**config.mk**
```make
export PLATFORM = sky130hd
export DESIGN_NAME = numeric_literal_scanner_flat
export DESIGN_NICKNAME = d
export VERILOG_FILES = /design/src/hdl/nls_pkg.sv /design/src/hdl/nls_if.sv /design/src/hdl/numeric_literal_scanner.sv /design/src/hdl/nls_core.sv /design/src/flat_wrapper.sv
export VERILOG_INCLUDE_DIRS = /design/src /design/src/hdl
export SDC_FILE = /design/constraint.sdc
export NUM_CORES = 1
export LEC_CHECK = 0
export BUFFER_PORTS_ARGS = -buffer_cell sky130_fd_sc_hd__buf_2
export CORE_ASPECT_RATIO = 0.9
export CORE_MARGIN = 4
export CORE_UTILIZATION = 46
export DETAILED_ROUTE_END_ITERATION = 10
export PLACE_DENSITY = 0.66
export SETUP_SLACK_MARGIN = 0.2
export SYNTH_ARGS = -nofsm -noshare
export SYNTH_HDL_FRONTEND = slang
export SYNTH_SLANG_ARGS = --single-unit
```
**constraint.sdc**
```tcl
create_clock -name clk_i -period 7.7 [get_ports clk_i]
set_input_delay 0.385 -clock clk_i [delete_from_list [all_inputs] [get_ports clk_i]]
set_output_delay 0.385 -clock clk_i [all_outputs]
set_load 0.02 [all_outputs]
```
**src/hdl/numeric_literal_scanner_assert.svh**
```systemverilog
// assertion macros shared by the numeric literal scanner modules
`ifndef NUMERIC_LITERAL_SCANNER_ASSERT_SVH
`define NUMERIC_LITERAL_SCANNER_ASSERT_SVH

// same-cycle implication, sampled on clk_i, off while in reset
`define NLS_ASSERT_NOW(lbl, ante, cons, msg) \
  lbl: assert property (@(posedge clk_i) disable iff (!rst_ni) (ante) |-> (cons)) \
    else $error(msg);

// next-cycle implication, sampled on clk_i, off while in reset
`define NLS_ASSERT_NEXT(lbl, ante, cons, msg) \
  lbl: assert property (@(posedge clk_i) disable iff (!rst_ni) (ante) |=> (cons)) \
    else $error(msg);

`endif

```
**src/hdl/nls_pkg.sv**
```systemverilog
// types, constants and digit helpers for the numeric literal scanner
`timescale 1ns / 1ps

package nls_pkg;

  localparam logic [7:0] CHAR_X   = 8'h78;
  localparam logic [7:0] CHAR_DOT = 8'h2E;

  typedef enum logic [2:0] {
    PH_IDLE  = 3'd0,
    PH_ZERO  = 3'd1,
    PH_HEXP  = 3'd2,
    PH_WHOLE = 3'd3,
    PH_FRAC  = 3'd4
  } phase_e;

  typedef enum logic [1:0] {
    KIND_INT      = 2'd0,
    KIND_FLOAT    = 2'd1,
    KIND_MISMATCH = 2'd2,
    KIND_ERROR    = 2'd3
  } kind_e;

  typedef struct packed {
    logic       ok;
    logic [3:0] val;
  } digit_t;

  typedef struct packed {
    logic        emit;
    kind_e       kind;
    logic [63:0] whole;
    logic [63:0] frac;
    logic [7:0]  count;
    logic        hex;
  } step_res_t;

  function automatic digit_t digit_of(logic [7:0] ch, logic is_hex);
    digit_t r;
    r.ok  = 1'b0;
    r.val = 4'd0;
    if (ch >= 8'h30 && ch <= 8'h39) begin
      r.ok  = 1'b1;
      r.val = ch[3:0];
    end else if (is_hex && ((ch >= 8'h61 && ch <= 8'h66) ||
                            (ch >= 8'h41 && ch <= 8'h46))) begin
      // low nibble of 'a' and 'A' is 1, so add 9 to get 10..15
      r.ok  = 1'b1;
      r.val = ch[3:0] + 4'd9;
    end
    return r;
  endfunction

  // acc * base + d, base 16 by shift, base 10 as 8x + 2x
  function automatic logic [63:0] push_digit(logic [63:0] acc, logic [3:0] d,
                                             logic is_hex);
    logic [63:0] r;
    if (is_hex) begin
      r = {acc[59:0], d};
    end else begin
      r = (acc << 3) + (acc << 1) + {60'd0, d};
    end
    return r;
  endfunction

endpackage

```
**src/hdl/nls_if.sv**
```systemverilog
// stream interfaces for the character input and the token output
`timescale 1ns / 1ps

interface nls_in_if;
  logic       valid;
  logic       ready;
  logic [7:0] char_code;
  logic       end_of_text;

  modport source (output valid, output char_code, output end_of_text, input ready);
  modport sink   (input valid, input char_code, input end_of_text, output ready);
endinterface

interface nls_out_if;
  logic        valid;
  logic        ready;
  logic [1:0]  token_kind;
  logic [63:0] whole_value;
  logic [63:0] fraction_value;
  logic [7:0]  fraction_digit_count;
  logic        base_is_hex;

  modport source (output valid, output token_kind, output whole_value,
                  output fraction_value, output fraction_digit_count,
                  output base_is_hex, input ready);
  modport sink   (input valid, input token_kind, input whole_value,
                  input fraction_value, input fraction_digit_count,
                  input base_is_hex, output ready);
endinterface

```
**src/hdl/numeric_literal_scanner.sv**
```systemverilog
// Numeric literal scanner: takes one character per transfer and returns one token
// per literal (integer, float, mismatch or missing hex digit) with whole part,
// fraction digits as an integer, fraction digit count and base. Each character is
// scanned between the input register and the result register, so one character is
// taken every cycle, and the input is held only while a finished token waits. A
// token is registered as the character ending it is scanned. The multiply by 10
// or 16 of the 64-bit accumulator is the longest path.
`timescale 1ns / 1ps
`include "numeric_literal_scanner_assert.svh"

module numeric_literal_scanner (
  input  logic      clk_i,
  input  logic      rst_ni,
  nls_in_if.sink    in_i,
  nls_out_if.source out_o
);
  import nls_pkg::*;

  logic        in_valid_q;
  logic [7:0]  in_char_q;
  logic        in_eot_q;
  logic        in_ready;
  logic        out_free;
  logic        step_en;
  step_res_t   res;

  logic        out_valid_q;
  kind_e       out_kind_q;
  logic [63:0] out_whole_q;
  logic [63:0] out_frac_q;
  logic [7:0]  out_count_q;
  logic        out_hex_q;

  assign out_free = !out_valid_q || out_o.ready;
  assign step_en  = in_valid_q && out_free;
  assign in_ready = !in_valid_q || step_en;
  assign in_i.ready = in_ready;

  always_ff @(posedge clk_i or negedge rst_ni) begin
    if (!rst_ni) begin
      in_valid_q <= 1'b0;
    end else if (in_ready) begin
      in_valid_q <= in_i.valid;
    end
  end

  always_ff @(posedge clk_i) begin
    if (in_ready && in_i.valid) begin
      in_char_q <= in_i.char_code;
      in_eot_q  <= in_i.end_of_text;
    end
  end

  nls_core u_core (
    .clk_i         (clk_i),
    .rst_ni        (rst_ni),
    .step_en_i     (step_en),
    .char_code_i   (in_char_q),
    .end_of_text_i (in_eot_q),
    .res_o         (res)
  );

  always_ff @(posedge clk_i or negedge rst_ni) begin
    if (!rst_ni) begin
      out_valid_q <= 1'b0;
    end else if (out_free) begin
      out_valid_q <= step_en && res.emit;
    end
  end

  always_ff @(posedge clk_i) begin
    if (step_en && res.emit) begin
      out_kind_q  <= res.kind;
      out_whole_q <= res.whole;
      out_frac_q  <= res.frac;
      out_count_q <= res.count;
      out_hex_q   <= res.hex;
    end
  end

  assign out_o.valid                = out_valid_q;
  assign out_o.token_kind           = out_kind_q;
  assign out_o.whole_value          = out_whole_q;
  assign out_o.fraction_value       = out_frac_q;
  assign out_o.fraction_digit_count = out_count_q;
  assign out_o.base_is_hex          = out_hex_q;

  `NLS_ASSERT_NOW(a_mismatch_clear, out_valid_q && out_kind_q == KIND_MISMATCH,
                  out_whole_q == 64'd0 && out_frac_q == 64'd0 &&
                  out_count_q == 8'd0 && !out_hex_q,
                  "mismatch token carries non-zero fields")
  `NLS_ASSERT_NOW(a_error_is_hex, out_valid_q && out_kind_q == KIND_ERROR,
                  out_hex_q && out_whole_q == 64'd0 && out_count_q == 8'd0,
                  "missing hex digit token malformed")
  `NLS_ASSERT_NOW(a_int_no_fraction, out_valid_q && out_kind_q == KIND_INT,
                  out_frac_q == 64'd0 && out_count_q == 8'd0,
                  "integer token carries fraction fields")

endmodule

```
**src/hdl/nls_core.sv**
```systemverilog
// scan state and per-character step logic of the numeric literal scanner
`timescale 1ns / 1ps
`include "numeric_literal_scanner_assert.svh"

module nls_core (
  input  logic              clk_i,
  input  logic              rst_ni,
  input  logic              step_en_i,
  input  logic [7:0]        char_code_i,
  input  logic              end_of_text_i,
  output nls_pkg::step_res_t res_o
);
  import nls_pkg::*;

  phase_e      phase_q, phase_d;
  logic        hex_q, hex_d;
  logic [63:0] whole_q, whole_d;
  logic [63:0] frac_q, frac_d;
  logic [7:0]  count_q, count_d;

  digit_t    dig_cur;
  digit_t    dig_dec;
  digit_t    dig_hex;
  logic      is_x;
  logic      is_dot;
  step_res_t res;

  always_comb begin
    dig_cur = digit_of(char_code_i, hex_q);
    dig_dec = digit_of(char_code_i, 1'b0);
    dig_hex = digit_of(char_code_i, 1'b1);
    // end of text is never a digit or a dot
    dig_cur.ok = dig_cur.ok & ~end_of_text_i;
    dig_dec.ok = dig_dec.ok & ~end_of_text_i;
    dig_hex.ok = dig_hex.ok & ~end_of_text_i;
    is_x   = !end_of_text_i && (char_code_i == CHAR_X);
    is_dot = !end_of_text_i && (char_code_i == CHAR_DOT);
  end

  always_comb begin
    phase_d   = phase_q;
    hex_d     = hex_q;
    whole_d   = whole_q;
    frac_d    = frac_q;
    count_d   = count_q;
    res.emit  = 1'b0;
    res.kind  = KIND_INT;
    res.whole = 64'd0;
    res.frac  = 64'd0;
    res.count = 8'd0;
    res.hex   = 1'b0;
    case (phase_q)
      PH_ZERO, PH_WHOLE: begin
        if (phase_q == PH_ZERO && is_x) begin
          hex_d   = 1'b1;
          phase_d = PH_HEXP;
        end else if (dig_cur.ok) begin
          whole_d = push_digit(whole_q, dig_cur.val, hex_q);
          phase_d = PH_WHOLE;
        end else if (is_dot) begin
          frac_d  = 64'd0;
          count_d = 8'd0;
          phase_d = PH_FRAC;
        end else begin
          res.emit  = 1'b1;
          res.kind  = KIND_INT;
          res.whole = whole_q;
          res.hex   = hex_q;
          phase_d   = PH_IDLE;
        end
      end
      PH_HEXP: begin
        if (dig_hex.ok) begin
          whole_d = {60'd0, dig_hex.val};
          phase_d = PH_WHOLE;
        end else begin
          res.emit = 1'b1;
          res.kind = KIND_ERROR;
          res.hex  = 1'b1;
          phase_d  = PH_IDLE;
        end
      end
      PH_FRAC: begin
        if (dig_cur.ok) begin
          frac_d = push_digit(frac_q, dig_cur.val, hex_q);
          if (count_q != 8'hFF) begin
            count_d = count_q + 8'd1;
          end
        end else begin
          res.emit  = 1'b1;
          res.kind  = KIND_FLOAT;
          res.whole = whole_q;
          res.frac  = frac_q;
          res.count = count_q;
          res.hex   = hex_q;
          phase_d   = PH_IDLE;
        end
      end
      default: begin
        // idle, and the unreachable codes behave the same
        if (!dig_dec.ok) begin
          res.emit = 1'b1;
          res.kind = KIND_MISMATCH;
          phase_d  = PH_IDLE;
        end else begin
          hex_d   = 1'b0;
          whole_d = {60'd0, dig_dec.val};
          frac_d  = 64'd0;
          count_d = 8'd0;
          phase_d = (dig_dec.val == 4'd0) ? PH_ZERO : PH_WHOLE;
        end
      end
    endcase
  end

  assign res_o = res;

  always_ff @(posedge clk_i or negedge rst_ni) begin
    if (!rst_ni) begin
      phase_q <= PH_IDLE;
      hex_q   <= 1'b0;
      whole_q <= 64'd0;
      frac_q  <= 64'd0;
      count_q <= 8'd0;
    end else if (step_en_i) begin
      phase_q <= phase_d;
      hex_q   <= hex_d;
      whole_q <= whole_d;
      frac_q  <= frac_d;
      count_q <= count_d;
    end
  end

  `NLS_ASSERT_NEXT(a_hex_after_prefix, step_en_i && phase_q == PH_HEXP, hex_q,
                   "hex mode lost after 0x prefix")
  `NLS_ASSERT_NEXT(a_idle_after_token, step_en_i && res.emit, phase_q == PH_IDLE,
                   "scanner not idle after a token")

endmodule
```
**src/flat_wrapper.sv**
```systemverilog
// flat-port wrapper written by rule: the top's interface ports become plain ports
module numeric_literal_scanner_flat import nls_pkg::*;
  (clk_i, rst_ni, in_i_valid, in_i_char_code, in_i_end_of_text, in_i_ready, out_o_valid, out_o_token_kind, out_o_whole_value, out_o_fraction_value, out_o_fraction_digit_count, out_o_base_is_hex, out_o_ready);
  nls_in_if in_i_i ();
  nls_out_if out_o_i ();
  input  logic clk_i;
  input  logic rst_ni;
  input wire logic [$bits(in_i_i.valid)-1:0] in_i_valid;
  input wire logic [$bits(in_i_i.char_code)-1:0] in_i_char_code;
  input wire logic [$bits(in_i_i.end_of_text)-1:0] in_i_end_of_text;
  output wire logic [$bits(in_i_i.ready)-1:0] in_i_ready;
  output wire logic [$bits(out_o_i.valid)-1:0] out_o_valid;
  output wire logic [$bits(out_o_i.token_kind)-1:0] out_o_token_kind;
  output wire logic [$bits(out_o_i.whole_value)-1:0] out_o_whole_value;
  output wire logic [$bits(out_o_i.fraction_value)-1:0] out_o_fraction_value;
  output wire logic [$bits(out_o_i.fraction_digit_count)-1:0] out_o_fraction_digit_count;
  output wire logic [$bits(out_o_i.base_is_hex)-1:0] out_o_base_is_hex;
  input wire logic [$bits(out_o_i.ready)-1:0] out_o_ready;
  assign in_i_i.valid = in_i_valid;
  assign in_i_i.char_code = in_i_char_code;
  assign in_i_i.end_of_text = in_i_end_of_text;
  assign in_i_ready = in_i_i.ready;
  assign out_o_valid = out_o_i.valid;
  assign out_o_token_kind = out_o_i.token_kind;
  assign out_o_whole_value = out_o_i.whole_value;
  assign out_o_fraction_value = out_o_i.fraction_value;
  assign out_o_fraction_digit_count = out_o_i.fraction_digit_count;
  assign out_o_base_is_hex = out_o_i.base_is_hex;
  assign out_o_i.ready = out_o_ready;
  numeric_literal_scanner u_core (.clk_i(clk_i), .rst_ni(rst_ni), .in_i(in_i_i), .out_o(out_o_i));
endmodule
```
* Yosys cells after proc, flatten, opt, wreduce, memory -nomap -nowiden *
Cells that the tools add are included.

word-level totals
  bits in registers = 290
  input port bits = 13
  output and inout bits = 141
  logic and storage cells = 126

cells by class
  $add $sub $neg = 6
  magnitude comparators = 6
  equality and inequality tests = 16
  muxes and demuxes = 49
  bitwise logic cells = 7
  reductions and logical operators = 28

operators by type and width
  kind                                                                count
  2-to-1 mux 64 bit                                                   11
  one-hot mux 64 bit (3 select lines)                                 2
  2-to-1 mux 67 bit                                                   3
  2-to-1 mux 140 bit                                                  1
  adder 64 x 4 -> 64 bit                                              2
  adder 64 bit                                                        2
  one-hot mux 64 bit (2 select lines)                                 1
  2-to-1 mux 8 bit                                                    6
  2-to-1 mux 5 bit                                                    5
  one-hot mux 8 bit (3 select lines)                                  1
  2-to-1 mux 3 bit                                                    6
  inequality test 2 bit (second input constant)                       9
  one-hot mux 3 bit (3 select lines)                                  2
  greater-or-equal comparator 8 x 7 -> 1 bit (second input constant)  2
  less-or-equal comparator 8 x 7 -> 1 bit (second input constant)     2
  logical AND 1 bit                                                   10
  adder 8 x 1 -> 8 bit (second input constant)                        1
  == test 8 x 6 -> 1 bit (second input constant)                      1
  == test 8 x 7 -> 1 bit (second input constant)                      1
  greater-or-equal comparator 8 x 6 -> 1 bit (second input constant)  1
  less-or-equal comparator 8 x 6 -> 1 bit (second input constant)     1
  inequality test 8 bit (second input constant)                       1
  AND reduction 8 bit                                                 1
  AND reduction 7 bit                                                 1
  other kinds (19)                                                    39

* Logic depth before layout (Yosys ltp) *
Gate-level depths: netlist (run 1).

  depth after elaboration = 11
  depth in mapped cells = 21
  mapped depth without buffers = 21

* By module *
A second synthesis (run 1) with hierarchy kept.

unflattened totals
  cells, all modules = 2194
  area total of the unflattened synthesis = 20843.7 um^2

by module, submodules not included
  module                   times used  cells each  area an instance (um^2)  seq. area each (um^2)
  nls_core                 1           2036        16288.1                  3503.4
  numeric_literal_scanner  1           158         4555.6                   4494.3

* Worst setup path after synthesis (run 1) *
No wires, ideal clock.

  path kind = register to register
  start point = register u_core.in_char_q[0]
  end point = register u_core.out_hex_q, in the netlist u_core.out_o.base_is_hex (enable)
  setup time = 0.639 ns
  arrival = 7.551 ns
  required time = 7.061 ns
  path slack = -0.489 ns
  stages on the path, launching flop included = 11
  buffers on the path = 1
  period minus slack after synthesis = 8.189 ns
  cells stage by stage = edfxtp_1 -> inv_1 -> ha_1 -> nor3b_1 -> nor4_1 -> nand3_1 -> a21oi_1 -> a21oi_1 -> clkbuf_1 -> nor2_1 -> nor2_1

on the way
  cells in the longest elaborated chain, start to end = 11
  elaborated cells between the ends (all ways) = 32
  classes of those cells = 6 x order compare; 2 x eq/ne; 12 x mux; 3 x bitwise; 9 x reduce/logical

RTL lines
  item                                                                line                           RTL
  from (decl)                                                         numeric_literal_scanner.sv:20  logic [7:0] in_char_q;
  from (signal assigned)                                              numeric_literal_scanner.sv:49  in_char_q <= in_i.char_code;
  greater-or-equal comparator 8 x 7 -> 1 bit (tied with other cells)  nls_pkg.sv:45                  end else if (is_hex && ((ch >= 8'h61 && ch <= 8'h66) ||
  logical AND 1 bit (on tied branches)                                nls_pkg.sv:45, nls_pkg.sv:46
  logical OR 1 bit                                                    nls_pkg.sv:45
  logical AND 1 bit                                                   nls_pkg.sv:45
  2-to-1 mux 5 bit                                                    nls_pkg.sv:45
  2-to-1 mux 5 bit                                                    nls_pkg.sv:42                  if (ch >= 8'h30 && ch <= 8'h39) begin
  AND 1 bit                                                           nls_core.sv:33                 dig_cur.ok = dig_cur.ok & ~end_of_text_i;
  2-to-1 mux 67 bit                                                   nls_core.sv:57                 end else if (dig_cur.ok) begin
  2-to-1 mux 67 bit                                                   nls_core.sv:54                 if (phase_q == PH_ZERO && is_x) begin
  one-hot mux 3 bit (3 select lines) *                                nls_core.sv:52                 case (phase_q)
  logical AND 1 bit *                                                 numeric_literal_scanner.sv:72  if (step_en && res.emit) begin
  to (signal assigned)                                                numeric_literal_scanner.sv:77  out_hex_q <= res.hex;
  to (decl)                                                           numeric_literal_scanner.sv:32  logic out_hex_q;

Mark *: on every way between the ends. The rest lies on a longest branch, timed or not.
A chain may end at the register's enable or synchronous reset.

* Worst setup path after layout (run 1) *
  start point = register u_core.in_char_q[1]
  end point = register u_core.u_core.whole_q[50]

on the way
  cells in the longest elaborated chain, start to end = 11
  elaborated cells between the ends (all ways) = 33
  classes of those cells = 2 x add/sub; 6 x order compare; 4 x eq/ne; 9 x mux; 3 x bitwise; 9 x reduce/logical

RTL lines
  item                                                                line                          RTL
  greater-or-equal comparator 8 x 7 -> 1 bit (tied with other cells)  nls_pkg.sv:45
  logical AND 1 bit (on tied branches)                                nls_pkg.sv:45, nls_pkg.sv:46
  logical OR 1 bit                                                    nls_pkg.sv:45
  logical AND 1 bit                                                   nls_pkg.sv:45
  2-to-1 mux 5 bit                                                    nls_pkg.sv:45
  2-to-1 mux 5 bit                                                    nls_pkg.sv:42
  adder 64 x 4 -> 64 bit                                              nls_pkg.sv:61                 r = (acc << 3) + (acc << 1) + {60'd0, d};
  2-to-1 mux 64 bit                                                   nls_pkg.sv:58                 if (is_hex) begin
  2-to-1 mux 64 bit                                                   nls_core.sv:57
  2-to-1 mux 64 bit                                                   nls_core.sv:54
  one-hot mux 64 bit (3 select lines)                                 nls_core.sv:52
  to (signal assigned)                                                nls_core.sv:128               whole_q <= whole_d;
  to (decl)                                                           nls_core.sv:17                logic [63:0] whole_q, whole_d;

Parallel ways exist; a longest one is shown, timed or not. The select of a mux whose other input is x is not followed.

==> results by group, run 1 <==
Drt
  – Initial DRC count: around 1,400
  – DR DRC count: 0
  – Total vias in the final route: approximately 17,000
  – Post-DR vias/cell: approximately 5.9
  – Antenna Nets Post-Route: 0
  – DR WL/cell: roughly 19 um
  – 1st-pass router iterations: 6
  – Routed WL: ~56,000 um

Power
  – Post-layout power: approximately 4 mW
  – Pwr dens: ~170 nW/um^2
  – Leakage power: 11.1 nW
  – Worst VDD drop: 107 uV

Synth
  – Yosys cell types: 95
  – Post-synth EDFFs: 148
  – Sequential element share of the synthesized area: roughly two fifths
  – Syn_area_per_cell: ~9.4 um^2
  – Share of flip-flops with an asynchronous set or reset: just under 50%
  – Syn. warnings: 0
  – Cells after synthesis: roughly 2,200
  – Synth Register Bits: 290
  – Cell Area, Synth: approximately 21,000 um^2
  – Ys flop type: edfxtp_1
  – Mapped Nets: 2,489

Layout
  – # fillers: a little over 4,000
  – Most frequent cells in the layout: 252 x ha_1, 210 x nand2_1, 194 x a21oi_1
  – Fin nets: about 2,600
  – Post-route cell area: 23,400 um^2
  – Register area: roughly 8000 um^2
  – Commonest non-fill, non-tap cell in the layout: ha_1
  – Synthesis-to-finish area growth: 11.7%
  – Inserted Diodes: 0
  – Share of post-route cells with drive strength above 1: between 10% and 20%
  – Finished Core Util: 52.5%
  – Footprint of the multi-input gates: between 10,000 and 15,000 um^2

GRT
  – Largest net degree at the start of global routing: 89
  – Gr ovfl total: 0
  – Global-route wire length before repair: 91,200 um
  – Initial antenna violation count: 0
  – Vias in the first global route: approximately 17,000
  – Global Route Usage Sum: roughly 22%

Timing
  – Setup TNS: 0 ns
  – PnR worst setup slack: roughly 1.7 ns
  – Fin. max-slew vios: 0
  – Normalized max-slew margin: 29.4%
  – Fmax: between 0.15 and 0.2 GHz
  – Skew final: between 0.01 and 0.015 ns
  – RSZ-0062 raised after global routing: no
  – Fin crit share: 77.5%
  – Slew at the pin closest to its max-slew limit: ~1.1 ns
  – Final min period: just under 6 ns
  – Final setup viols: 0
  – Hold Fails Final Rpt: 0

CTS
  – CTS sink cnt: a little under 300
  – CTS buffer count: 35
  – CTS tree: built
  – Clk_lat worst skew: ~0.54 ns
  – # Post-CTS Setup Buffers: 0
  – CTS Buffer Depth: 3
  – Root buf cell: clkbuf_16
  – Post-cts sizing count: 0
  – Hold Buf Count CTS: 1
  – Worst-path clk slew: 0.05 ns
  – H-Tree Depth: 2

Run
  – Max cap viols: 0

Critical path
  – Critical path's slowest cell: edfxtp_1
  – Crit-path cells: inv_1, ha_1, nor3b_1, nor4_1, nand3_1, o21ai_0, ha_1, ha_1, inv_1, fa_1, nand2b_1, a211oi_1, o21ai_0, a21boi_1, a31oi_1, o21ai_1, a31oi_1, nor3b_1, mux2_2, o21ai_0
  – CP arrival: roughly 6.4 ns
  – Max FO, Critical Path: 8
  – CP Class: flop to flop
  – Reg2reg start: u_core.in_char_q[1]
  – Crit end category: flop
  – Worst r2r path cells: 20
  – Worst stage delay on the critical path: around 0.49 ns
  – Worst setup SP type: flop
  – Critical path startpoint: u_core.in_char_q[1]
  – Worst endpoint required time: 8.14 ns

Floorplan
  – Rows: 73
  – Die Y: ~210 um
  – Effective utilization at floorplan: a little under half
  – Die ar.: about 49,000 um^2
  – Core Footprint: about 45,000 um^2
  – Die width: roughly 230 um
  – Top Ports: 154

Placement
  – Placed cell area: 22,200 um^2
  – GPL Wtd Cong: around 0.94
  – Input/output buffers: 153
  – Post-detail-place hpwl: about 39,000 um
  – Dpl ws: approximately 2.0 ns

Outcome
  – Outcome: finished clean

Hold path
  – Hold_sp: in_i_end_of_text
  – HP Class: input port to flop
  – Worst Hold Depth: 1
[worst max-delay path, delay by kind of cell, from the launching register on]
kind / cells / cell delay, ns
mux: 1 / 0.37
simple gates: 5 / 1.35
buf+inv: 2 / 0.19
flops: 1 / 0.49
fa+ha+maj: 4 / 1.04
compound gates: 8 / 2.43
[sequential cells by signal, indices dropped and copies added (netlist names)]
register,count
u_core.out_o.base_is_hex,1
u_core.u_core.whole_q,64
u_core.out_o.whole_value,64
u_core.in_eot_q,1
u_core.out_o.valid,1
u_core.out_o.token_kind,2
u_core.in_char_q,8
u_core.out_o.fraction_value,64
u_core.u_core.count_q,8
u_core.u_core.frac_q,64
u_core.in_valid_q,1
u_core.u_core.phase_q,3
u_core.u_core.hex_q,1
u_core.out_o.fraction_digit_count,8
[per-stage QoR]
stage                     hold WS, ns  std cells
final                          0.0382       2941
after global routing           0.0174       2941
after CTS                     0.00619       2941
after detailed placement        0.492       2877
after global placement          0.501       2877
after floorplan                0.0894       2222
[cell families after synthesis]
kind of cell | Yosys count | share of synthesized area (%)
fa+ha+maj | 254 | 15.2
mux | 9 | 0.442
flops | 290 | 38.2
compound gates | 733 | 22.5
buf+inv | 162 | 3.21
xor+xnor | 107 | 4.47
simple gates | 667 | 16.0
[metal layers]
| layer | global-route usage, % | up-vias | share of wire, % |
|---|---|---|---|
| li1 | - | 8450 | - |
| met4 | 6.28 | 0 | 2.3 |
| met5 | 0 | - | 0 |
| met1 | 33.8 | 8424 | 49 |
| met3 | 3.19 | 84 | 6.2 |
| met2 | 34.0 | 536 | 43 |
[Yosys cell counts, drive strengths merged (8+ instances only)]
library cell  instances  area, um^2
o31ai                26         210
nor2                119         447
nor2b                 9        56.3
and2                145         908
clkbuf               97         374
nand3                33         170
a22oi                20         150
a21o                 82         618
o21ai               203        1020
nand4                36         225
buf                  16        87.6
a22o                 25         219
ha                  252        3150
o21bai               18         139
edfxtp              148        4440
a31oi                26         163
and3                 26         163
nor3                 26         130
o21a                 18         135
a32oi                10        87.6
o211ai               11        82.6
nand2b               18         113
a221o                 8        81.3
xnor2                54         473
a211oi               16         120
a21oi               196         992
nand2               210         788
a221oi               10        87.6
xor2                 53         464
inv                  46         173
a21boi                9        67.6
dfrtp               142        3550
[path summary, 6_finish.rpt]
| path | endpoint | slack, ns |
|---|---|---|
| min in group asynchronous | u_core.u_core.whole_q[52] | 0.51 |
| worst max-delay path | u_core.u_core.whole_q[50] | 1.74 |
| worst min-delay path | u_core.in_eot_q | 0.04 |
| worst min register to register | u_core.u_core.frac_q[63] | 0.50 |
| max in group asynchronous | u_core.u_core.hex_q | 5.78 |
| worst max register to register | u_core.u_core.whole_q[50] | 1.74 |
[area by class of cell]
cell class | instances | area share [%]
Clock buffer | 47 | 4.20
Clock inverter | 16 | 1.04
Inverter | 46 | 0.738
Multi-Input combinational cell | 1770 | 52.7
Sequential cell | 290 | 34.2
Tap cell | 600 | 3.21
Timing Repair Buffer | 172 | 3.92
[where the power goes]
group | internal [mW] | switching [mW]
Clock | 1.10 | 0.679
Combinational | 0.108 | 0.272
Sequential | 1.75 | 0.0436
No activity file was read; power rests on OpenSTA's default activity.
==> run 2: changes to the inputs <==
--- a/config.mk
+++ b/config.mk
@@ -6,12 +6,13 @@
 export SDC_FILE = /design/constraint.sdc
 export NUM_CORES = 1
 export LEC_CHECK = 0
+export ABC_AREA = 1
 export BUFFER_PORTS_ARGS = -buffer_cell sky130_fd_sc_hd__buf_2
 export CORE_ASPECT_RATIO = 0.9
 export CORE_MARGIN = 4
 export CORE_UTILIZATION = 46
 export DETAILED_ROUTE_END_ITERATION = 10
-export PLACE_DENSITY = 0.66
+export PLACE_DENSITY = 0.63
 export SETUP_SLACK_MARGIN = 0.2
 export SYNTH_ARGS = -nofsm -noshare
 export SYNTH_HDL_FRONTEND = slang
==> constraint.sdc (replaced) <==
create_clock -name clk_i -period 5.6 [get_ports clk_i]
set_input_delay 0.28 -clock clk_i [delete_from_list [all_inputs] [get_ports clk_i]]
set_output_delay 0.28 -clock clk_i [all_outputs]
set_load 0.02 [all_outputs]
==> run 2 against run 1 <==
- non-clock buffer count is 7 higher
- global-route usage increased by 5.3 points
- hold slack gained 0.30 ns
- total power is 130% higher
- utilization down 1.0 points
- sequential power rose by 54%
- clock skew hardly changed
- area after synthesis up 24%
- final cell count rose by 70%
- critical endpoint is now u_core.u_core.frac_q[60]
- largest power group is now combinational cells
==> results by group, run 2 <==
Critical path
  – Worst setup SP type: flop
  – CP Class: flop to flop
  – CP arrival: roughly 4.6 ns
  – Flop-to-flop setup slack: around 1.5 ns
  – Worst endpoint required time: ~6.1 ns
  – Max FO, Critical Path: 6
  – Crit end category: flop
  – Critical path's slowest cell: edfxtp_1
  – Worst stage delay on the critical path: 0.47 ns
  – Top cell by count, worst path: nand2_1

Placement
  – GPL Wtd Cong: 0.956
  – Post-detail-place hpwl: approximately 66,000 um
  – Dpl ws: 1.53 ns
  – Input/output buffers: ~150

CTS
  – H-Tree Depth: 2
  – # Post-CTS Setup Buffers: 0
  – CTS sink cnt: just under 300
  – Root buf cell: clkbuf_16
  – Post-cts sizing count: 0
  – CTS tree: built
  – CTS Buffer Depth: 3
  – CTS buffer count: 36
  – Hold Buf Count CTS: 12
  – Clk_lat worst skew: roughly 0.56 ns
  – Worst-path clk slew: roughly 0.06 ns

Drt
  – 1st-pass router iterations: 6
  – Routed WL: between 80,000 and 90,000 um
  – DR DRC count: 0
  – Post-DR vias/cell: about 5.0
  – Initial DRC count: around 1,900
  – Antenna Nets Post-Route: 0
  – DR WL/cell: about 17 um
  – Total vias in the final route: 25,100

GRT
  – Initial antenna violation count: 1
  – Gr ovfl total: 0
  – Vias in the first global route: 24,100
  – Global Route Usage Sum: 27.8%
  – Global-route wire length before repair: between 100,000 and 150,000 um
  – Largest net degree at the start of global routing: about 110

Synth
  – Area contributors post-synth: nand2_1 22%, edfxtp_1 17%, dfrtp_1 14%, ha_1 12%, inv_1 12%
  – Ys flop type: edfxtp_1
  – Sequential element share of the synthesized area: between 30 and 40%
  – Mapped Nets: 4,344
  – Top-count cell post-synth: nand2_1
  – Yosys cell types: 45
  – Synth Register Bits: just under 300
  – Cells after synthesis: between 4,000 and 5,000
  – Syn_area_per_cell: 6.35 um^2
  – Syn. warnings: 0
  – Share of flip-flops with an asynchronous set or reset: approximately half
  – Cell Area, Synth: 25,900 um^2
  – Leading area contributor after synthesis: nand2_1
  – Most instantiated cells after synthesis: 1,499 x nand2_1, 830 x inv_1, 410 x nor2_1
  – Top-area cell type share of the netlist area: between 20% and 30%
  – Post-synth EDFFs: approximately 150

Timing
  – Final min period: just over 4 ns
  – Slew at the pin closest to its max-slew limit: ~0.99 ns
  – Hold Fails Final Rpt: 0
  – Final setup viols: 0
  – RSZ-0062 raised after global routing: no
  – PnR worst setup slack: ~1.5 ns
  – Fin crit share: around 73%
  – Setup TNS: 0 ns
  – Fmax: approximately 0.24 GHz
  – Normalized max-slew margin: between 30% and 40%
  – Fin. max-slew vios: 0
  – Skew final: 0.0143 ns

Floorplan
  – Effective utilization at floorplan: a little under half
  – Rows: 82
  – Top Ports: 154
  – Core Footprint: between 50,000 and 60,000 um^2
  – Die ar.: around 60,000 um^2
  – Die Y: 233 um
  – Die width: ~260 um

Layout
  – Inserted Diodes: 0
  – Most frequent cells in the layout: 1,498 x nand2_1, 829 x inv_1, 410 x nor2_1
  – Share of post-route cells with drive strength above 1: 6.52%
  – Synthesis-to-finish area growth: 10.8%
  – Fin nets: about 4,500
  – Commonest non-fill, non-tap cell in the layout: nand2_1
  – Finished Core Util: between 50 and 60%

Run
  – Max cap viols: 0

Power
  – Post-layout power: a little over 9 mW
  – Worst VDD drop: about 200 uV
  – Leakage power: between 15 and 20 nW
  – Pwr dens: 319 nW/um^2

Outcome
  – Outcome: finished clean

Hold path
  – HP Class: input port to async pin
[run 2: cell count changes after synthesis, sizes merged, moves of 79 or more]
cell / previous run / this run
inv: 46 / 836
and2: 145 / 4
nand2: 210 / 1508
nand3: 33 / 259
o21ai: 203 / 123
a21o: 82 / 3
nor2: 119 / 414
[run 2: metal layers]
| metal | vias to the layer above | GRT usage, % | share of wire (%) |
|---|---|---|---|
| met5 | - | 0 | 0.016 |
| met4 | 2 | 9.15 | 3.5 |
| met3 | 136 | 4.65 | 6.6 |
| met2 | 653 | 46.0 | 45 |
| met1 | 11400 | 37.3 | 45 |
| li1 | 12900 | - | - |
[run 2: worst max-delay path, delay by kind of cell, from the launching register on]
family,cells,cell delay (ns)
buffers and inverters,3,0.32
AND/OR/NAND/NOR,17,1.65
adder cells (fa/ha/maj),4,1.15
AO/OA/AOI/OAI,1,0.42
flip-flops,1,0.47
[run 2: worst paths after layout]
kind / depth (start not counted) / endpoint / startpoint
max reg2reg: 25 / u_core.u_core.frac_q[60] / u_core.in_char_q[0]
min reg2reg: 2 / u_core.u_core.whole_q[63] / u_core.u_core.whole_q[63]
min in group clk_i: 2 / u_core.in_char_q[5] / in_i_char_code[5]
min: 2 / u_core.u_core.whole_q[18] / rst_ni
max in group asynchronous: 3 / u_core.u_core.frac_q[30] / rst_ni
max: 25 / u_core.u_core.frac_q[60] / u_core.in_char_q[0]
[run 2: stage by stage]
step                      area (um^2)  hold slack (ns)  std cells
after floorplan                 25900          -0.0156       4077
after global placement          27300            0.388       4927
after detailed placement        27300            0.390       4927
after CTS                       28700            0.352       5002
after global routing            28700            0.394       5002
final                           28700            0.339       5002
[run 2: area by class of cell]
type	instances	area [um^2]
tap	756	946
inverter	837	3150
timing repair buffer	179	997
sequential	290	8000
multi-input combinational	2877	14400
fill	5855	27000
clock buffer	46	1000
clock inverter	17	225
[run 2: report_power, final]
group          internal, mW  switching, mW
sequential             2.57          0.193
clock                  1.49          0.987
combinational          1.13           2.78
total                  5.19           3.96
[run 2: logic make-up after synthesis]
| kind of cell | after synthesis | synth area share, % |
|---|---|---|
| buffers and inverters | 910 | 13.7 |
| adder cells (fa/ha/maj) | 254 | 12.3 |
| multiplexers | 2 | 0.0774 |
| AO/OA/AOI/OAI | 317 | 6.67 |
| flip-flops | 290 | 30.9 |
| XOR/XNOR | 33 | 1.12 |
| AND/OR/NAND/NOR | 2271 | 35.2 |
